===== src/design/pidpi_pkg.sv =====
// Shared types, constants and saturating fixed-point helpers for the PID block.
// Used by every module of the design; depends on nothing else.
`timescale 1ns / 1ps

package pidpi_pkg;

   // Word format: signed, FRAC_BITS fraction bits.
   localparam int VALUE_WIDTH = 32;
   localparam int FRAC_BITS   = 16;
   localparam int PROD_WIDTH  = 2 * VALUE_WIDTH;
   localparam int SHIFT_WIDTH = PROD_WIDTH - FRAC_BITS;

   typedef logic signed [VALUE_WIDTH-1:0] value_type;

   localparam value_type VMAX = {1'b0, {(VALUE_WIDTH-1){1'b1}}};
   localparam value_type VMIN = {1'b1, {(VALUE_WIDTH-1){1'b0}}};

   // Configuration register indexes.
   localparam int REG_COUNT       = 7;
   localparam int CSR_INDEX_WIDTH = $clog2(REG_COUNT);
   typedef logic [CSR_INDEX_WIDTH-1:0] csr_index_type;

   localparam csr_index_type REG_TARGET_VALUE = CSR_INDEX_WIDTH'(0);
   localparam csr_index_type REG_GAIN_PROP    = CSR_INDEX_WIDTH'(1);
   localparam csr_index_type REG_GAIN_INTEG   = CSR_INDEX_WIDTH'(2);
   localparam csr_index_type REG_GAIN_DERIV   = CSR_INDEX_WIDTH'(3);
   localparam csr_index_type REG_UPPER_LIMIT  = CSR_INDEX_WIDTH'(4);
   localparam csr_index_type REG_LOWER_LIMIT  = CSR_INDEX_WIDTH'(5);
   localparam csr_index_type REG_LOOP_FORM    = CSR_INDEX_WIDTH'(6);

   typedef enum logic {
      CMD_PROCESS = 1'b0,
      CMD_CLEAR   = 1'b1
   } cmd_type;

   typedef enum logic {
      FORM_POSITION    = 1'b0,
      FORM_INCREMENTAL = 1'b1
   } form_type;

   typedef struct packed {
      cmd_type   cmd;
      value_type measured_value;
   } req_type;

   typedef struct packed {
      value_type drive_value;
      logic      limited;
   } rsp_type;

   typedef struct packed {
      value_type target_value;
      value_type gain_prop;
      value_type gain_integ;
      value_type gain_deriv;
      value_type upper_limit;
      value_type lower_limit;
      form_type  loop_form;
   } cfg_type;

   typedef struct packed {
      value_type prev_error;
      value_type prev_prev_error;
      value_type integ_sum;
      value_type prev_drive;
   } state_type;

   // Saturating add.
   function automatic value_type sat_add(value_type a, value_type b);
      logic signed [VALUE_WIDTH:0] s;
      s = {a[VALUE_WIDTH-1], a} + {b[VALUE_WIDTH-1], b};
      if (s[VALUE_WIDTH] != s[VALUE_WIDTH-1]) begin
         return s[VALUE_WIDTH] ? VMIN : VMAX;
      end
      return s[VALUE_WIDTH-1:0];
   endfunction

   // Saturating subtract.
   function automatic value_type sat_sub(value_type a, value_type b);
      logic signed [VALUE_WIDTH:0] s;
      s = {a[VALUE_WIDTH-1], a} - {b[VALUE_WIDTH-1], b};
      if (s[VALUE_WIDTH] != s[VALUE_WIDTH-1]) begin
         return s[VALUE_WIDTH] ? VMIN : VMAX;
      end
      return s[VALUE_WIDTH-1:0];
   endfunction

   // Fixed-point product: exact, floored by the fraction shift, then saturated.
   function automatic value_type qmul(value_type a, value_type b);
      logic signed [PROD_WIDTH-1:0]  prod;
      logic signed [SHIFT_WIDTH-1:0] shifted;
      logic [SHIFT_WIDTH-VALUE_WIDTH:0] top;
      prod    = a * b;
      shifted = prod[PROD_WIDTH-1:FRAC_BITS];
      top     = shifted[SHIFT_WIDTH-1:VALUE_WIDTH-1];
      if ((&top) || !(|top)) begin
         return shifted[VALUE_WIDTH-1:0];
      end
      return shifted[SHIFT_WIDTH-1] ? VMIN : VMAX;
   endfunction

   // Clamp to the limits; the upper limit is tested first.
   function automatic rsp_type clamp(value_type v, value_type upper, value_type lower);
      rsp_type r;
      if (v > upper) begin
         r.drive_value = upper;
         r.limited     = 1'b1;
      end else if (v < lower) begin
         r.drive_value = lower;
         r.limited     = 1'b1;
      end else begin
         r.drive_value = v;
         r.limited     = 1'b0;
      end
      return r;
   endfunction

endpackage


===== src/design/pidpi_csr.sv =====
// Configuration registers of the PID block and the history clear on a form write.
// Depends on pidpi_pkg.
`timescale 1ns / 1ps

module pidpi_csr
   import pidpi_pkg::*;
(
   input  logic          clock,
   input  logic          reset,
   input  logic          csr_valid,
   output logic          csr_ready,
   input  csr_index_type csr_index,
   input  value_type     csr_data,
   output cfg_type       cfg,
   output logic          clear_history
);

   cfg_type cfg_ff;
   cfg_type cfg_in;
   logic    write_en;

   assign csr_ready = 1'b1;
   assign write_en  = csr_valid && csr_ready;

   always_comb begin
      cfg_in = cfg_ff;
      if (write_en) begin
         case (csr_index)
            REG_TARGET_VALUE: cfg_in.target_value = csr_data;
            REG_GAIN_PROP:    cfg_in.gain_prop    = csr_data;
            REG_GAIN_INTEG:   cfg_in.gain_integ   = csr_data;
            REG_GAIN_DERIV:   cfg_in.gain_deriv   = csr_data;
            REG_UPPER_LIMIT:  cfg_in.upper_limit  = csr_data;
            REG_LOWER_LIMIT:  cfg_in.lower_limit  = csr_data;
            REG_LOOP_FORM:    cfg_in.loop_form    = form_type'(csr_data[0]);
            default:          cfg_in = cfg_ff;
         endcase
      end
   end

   always_ff @(posedge clock) begin
      if (reset) begin
         cfg_ff.target_value <= '0;
         cfg_ff.gain_prop    <= '0;
         cfg_ff.gain_integ   <= '0;
         cfg_ff.gain_deriv   <= '0;
         cfg_ff.upper_limit  <= VMAX;
         cfg_ff.lower_limit  <= VMIN;
         cfg_ff.loop_form    <= FORM_POSITION;
      end else begin
         cfg_ff <= cfg_in;
      end
   end

   assign cfg           = cfg_ff;
   assign clear_history = write_en && (csr_index == REG_LOOP_FORM);

endmodule


===== config.mk =====
export PLATFORM = sky130hd
export DESIGN_NAME = pidpi_csr
export DESIGN_NICKNAME = d
export VERILOG_FILES = /design/src/design/pidpi_pkg.sv /design/src/design/pidpi_csr.sv
export SDC_FILE = /design/constraint.sdc
export NUM_CORES = 1
export LEC_CHECK = 0
export BUFFER_PORTS_ARGS = -buffer_cell sky130_fd_sc_hd__buf_4
export CAP_MARGIN = 20
export CORE_ASPECT_RATIO = 1.2
export CORE_MARGIN = 3
export CORE_UTILIZATION = 41
export DETAILED_ROUTE_END_ITERATION = 7
export PLACE_DENSITY = 0.68
export SLEW_MARGIN = 20
export SYNTH_ARGS = -nofsm -noshare
export SYNTH_HDL_FRONTEND = slang
export SYNTH_SLANG_ARGS = --single-unit
export TNS_END_PERCENT = 1

===== constraint.sdc =====
create_clock -name clock -period 1.6 [get_ports clock]
set_clock_uncertainty 0.2 [all_clocks]
set_input_delay 0.24 -clock clock [delete_from_list [all_inputs] [get_ports clock]]
set_output_delay 0.24 -clock clock [all_outputs]
set_load 0.01 [all_outputs]

# --- Yosys cells after proc, flatten, opt, wreduce, memory -nomap -nowiden ---
# Cells that the tools add are included.
word_totals:
  output_inout_bits: 195
  regBits: 193
  word_cells: 22
op_classes:
  reduce_logical: 9
  eq_ne: 6
op_table:
  columns: ["op", "count"]
  rows:
  - ["$reduce_and 2->1", 7]
  - ["$eq 3x3->1 const B", 3]
  - ["$eq 3x2->1 const B", 2]
  - ["$eq 3x1->1 const B", 1]
  - ["$logic_not 3->1", 1]
  - ["$logic_and 1x1->1", 1]

# --- Longest topological paths before layout ---
logic_depth:
  depth_word: 2
  depth_mapped: 5

# --- Worst setup path after synthesis ---
# OpenSTA, ideal clock, no wires.
synth_timing:
  path_type: "input to register"
  startpoint: "input csr_index[1]"
  endpoint: "register cfg_ff, in the netlist cfg[182]"
  path_slack_ps: 33
  path_stages: 5
  arrival_ps: 1245
  n_path_buf: 3
  required_time_ps: 1278
  setup_ps: 122
  path_cell_list: "buf_2 > or4b_4 > buf_6 > buf_8 > mux2i_1"
synth_between:
  elab_chain_len: 2
synth_lines:
  columns: ["item", "line", "source"]
  rows:
  - ["from (decl)", "pidpi_csr.sv:12", "input csr_index_type csr_index,"]
  - ["$logic_not 3->1", "pidpi_csr.sv:28", "case (csr_index)"]
  - ["$reduce_and 2->1 (no line)", null, null]
  - ["to (signal assigned)", "pidpi_csr.sv:51", "cfg_ff <= cfg_in;"]
  - ["to (decl)", "pidpi_csr.sv:18", "cfg_type cfg_ff;"]
# No other way between the ends.
# A chain may end at the register's enable or synchronous reset.

==> reports/qor_table.md <==
| Parameter | Value | Unit |
| --- | --- | --- |
| Clock insertion delay at the later pin of the skew report | 0.42 | ns |
| Total number of placement rows | 53 | - |
| Maximum fanout count along the critical path | 2 | - |
| Cell depth of the worst hold path | 3 | - |
| Final HPWL DP | 14.2 | mm |
| Unrepaired setup endpoints after global routing | false | - |
| Via count of the first global-routing pass | 5885 | - |
| Buffer levels on the longest clock path | 2 | - |
| Min-Delay Path Class | input pin to flip-flop | - |
| Share of the core filled with cells in the final layout | 60.5 | % |
| Nature of the critical path startpoint | input pin | - |
| Area added between synthesis and finish | 41.7 | % |
| Final setup margin | 0.0960 | ns |
| Number of nets still failing antenna checks after routing | 0 | - |
| Floorplan core area | 17800 | µm² |
| Routed WL per cell | 16.8 | µm |
| Start point of the critical path | csr_data[7] | - |
| CTS root buffer | sky130_fd_sc_hd__clkbuf_16 | - |
| Netlist cell types | 16 | - |
| Post-CTS Setup Inserts | 0 | - |
| Flops & latches, synth | 193 | - |
| I/O pins | 233 | - |
| DR vias | 5737 | - |
| Clock sink total | 193 | - |
| Run status | finished clean | - |
| Critical Setup Path Class | input pin to flip-flop | - |
| Clock slew seen by the registers of the worst setup and hold paths | 0.07 | ns |
| Leading cell type in the layout, fill and taps excluded | sky130_fd_sc_hd__buf_4 | - |
| HP Start | csr_valid | - |
| Highest clock rate | 665 | MHz |
| Die height | 155 | µm |
| Post-route DRC violation count | 0 | - |
| Startpoint of the worst-slack reg-to-reg timing path | cfg[19] | - |
| Reported leakage power | 5.21 | nW |
| PortBufs | 231 | - |
| Number of flip-flops under the largest register name | 193 | - |
| Final weighted congestion in routability-driven placement | 0.766 | - |
| Total global routing overflow | 0 | - |
| Power density cells | 958 | nW/µm² |
| Starting DRT DRC Count | 253 | - |
| Number of antenna violations at the first check in global routing | 0 | - |
| Sequential area share after synthesis | 50.8 | % |
| Total die area | 20200 | µm² |
| CP endpoint kind | flip-flop | - |
| CP Data Arrival Time | 1.62 | ns |
| Reg2reg path depth | 2 | - |
| Total GRT Usage | 20.1 | % |
| Mapped Nets | 745 | - |
| Fill cell instance count of the final layout | 1498 | - |
| Dpl ws | -0.0522 | ns |
| Initial core utilization | 42.7 | % |
| Total of warnings raised by yosys | 0 | - |
| CTS tree | built | - |
| Cts bufs inserted | 17 | - |
| Number of antenna repair diodes | 0 | - |
| Average cell area after synthesis | 10.8 | µm² |
| Final period util | 94.0 | % |
| Per-cell via count in the routed design | 4.75 | - |
| Peak supply drop | 0.688 | mV |
| Horiz. Die Dim | 130 | µm |
| Leading cell types in the layout, fill and taps excluded | sky130_fd_sc_hd__buf_4, sky130_fd_sc_hd__nand2b_1, sky130_fd_sc_hd__mux2i_1, sky130_fd_sc_hd__dfxtp_1, sky130_fd_sc_hd__nor2_1 | - |
| First-pass GRT wire length | 31.9 | mm |
| Reg-to-reg endpoint | cfg[19] | - |
| Internal reg-to-reg setup slack | 0.76 | ns |
| Ratio of cells with drive above 1 in the final layout | 30.7 | % |
| Final Max Slew Viols | 0 | - |
| Worst hold endpoint | cfg[116] | - |
| Synth Instances | 707 | - |
| Post-layout min period | 1.50 | ns |
| Worst Path Required | 1.71 | ns |
| Total standard cell area after synthesis | 7610 | µm² |
| Maximum number of pins on one net before global-route repair | 35 | - |
| Hold violation total from the final report | 0 | - |
| Design Power | 10.3 | mW |
| Fin nets | 1013 | - |
| Footprint of the flip-flops and latches | 3860 | µm² |
| Max-capacitance violation count | 0 | - |
| Number of H-tree levels | 4 | - |
| Number of search-and-repair iterations in the first detailed-routing pass | 4 | - |
| Final Routed Wirelength | 20.3 | mm |
| Final setup violation count | 0 | - |
| Multi-input gate area in the final layout | 3530 | µm² |
-- cells in the mapped netlist (all sizes together) --
library cell	instances	area, µm²
clkbuf	28	105
nor2	64	240
dfxtp	193	3860
buf	26	168
nor4bb	2	20.0
nor4b	1	8.76
conb	1	3.75
nand4b	2	17.5
nand4bb	2	22.5
mux2i	193	1930
and4b	1	10.0
or4b	1	13.8
nand2b	193	1210
-- report_power, final --
| part | leakage [nW] | switching (mW) | internal, mW |
|---|---|---|---|
| clock network | 0.287 | 1.92 | 2.49 |
| registers | 1.56 | 0.0593 | 4.91 |
| logic | 3.36 | 0.444 | 0.515 |
-- repair_timing --
| item | CTS | global route |
|---|---|---|
| hold endpoints to repair | 51 | 0 |
| setup endpoints to repair | 0 | 18 |
| gates resized for setup | 0 | 3 |
| hold buffers | 36 | 0 |
-- metrics by stage --
stage | hold slack [ns] | TNS, ns | instances | instance area (µm²)
6_report | 0.134 | 0 | 1208 | 10800
5_1_grt | 0.127 | 0 | 1208 | 10800
4_1_cts | 0.117 | 0 | 1207 | 10700
3_5_place_dp | 0.262 | -0.594 | 1139 | 9780
3_3_place_gp | 0.258 | -0.531 | 1139 | 9780
2_1_floorplan | 0.201 | 0 | 707 | 7610
-- critical path: stages --
cell and delay (ns):
sky130_fd_sc_hd__dlygate4sd3_1 0.54, sky130_fd_sc_hd__buf_4 0.14, sky130_fd_sc_hd__nor2_1 0.09, sky130_fd_sc_hd__dlygate4sd3_1 0.55
sky130_fd_sc_hd__mux2i_1 0.06
-- layer usage --
layer  vias up  GRT usage (%)  routed length (µm)
li1       2857              -                   -
met1      2677           24.3                8860
met2       182           32.9                9450
met3        21           7.80                1670
met4         0           6.08                 313
met5         -              0                   0
-- cell families after synthesis --
group	synth area share (%)
mux	25.4
flops	50.8
other cells	0.0493
simple gates	20.2
buf+inv	3.58
-- worst max path at each step --
stage               slack, ns       end
global placement        -0.03   cfg[38]
floorplan                0.03  cfg[182]
detailed placement      -0.05   cfg[58]
CTS                      0.04   cfg[39]
finish                    0.1   cfg[40]
global route             0.05   cfg[40]
-- layout make-up --
| class | instances | share of cell area [%] |
|---|---|---|
| Clock buffer | 18 | 3.98 |
| Multi-Input combinational cell | 460 | 32.7 |
| Sequential cell | 193 | 35.8 |
| Clock inverter | 14 | 1.66 |
| Timing Repair Buffer | 303 | 23.3 |
| Tap cell | 220 | 2.55 |
Note: power is estimated with default switching activity, not from simulation.
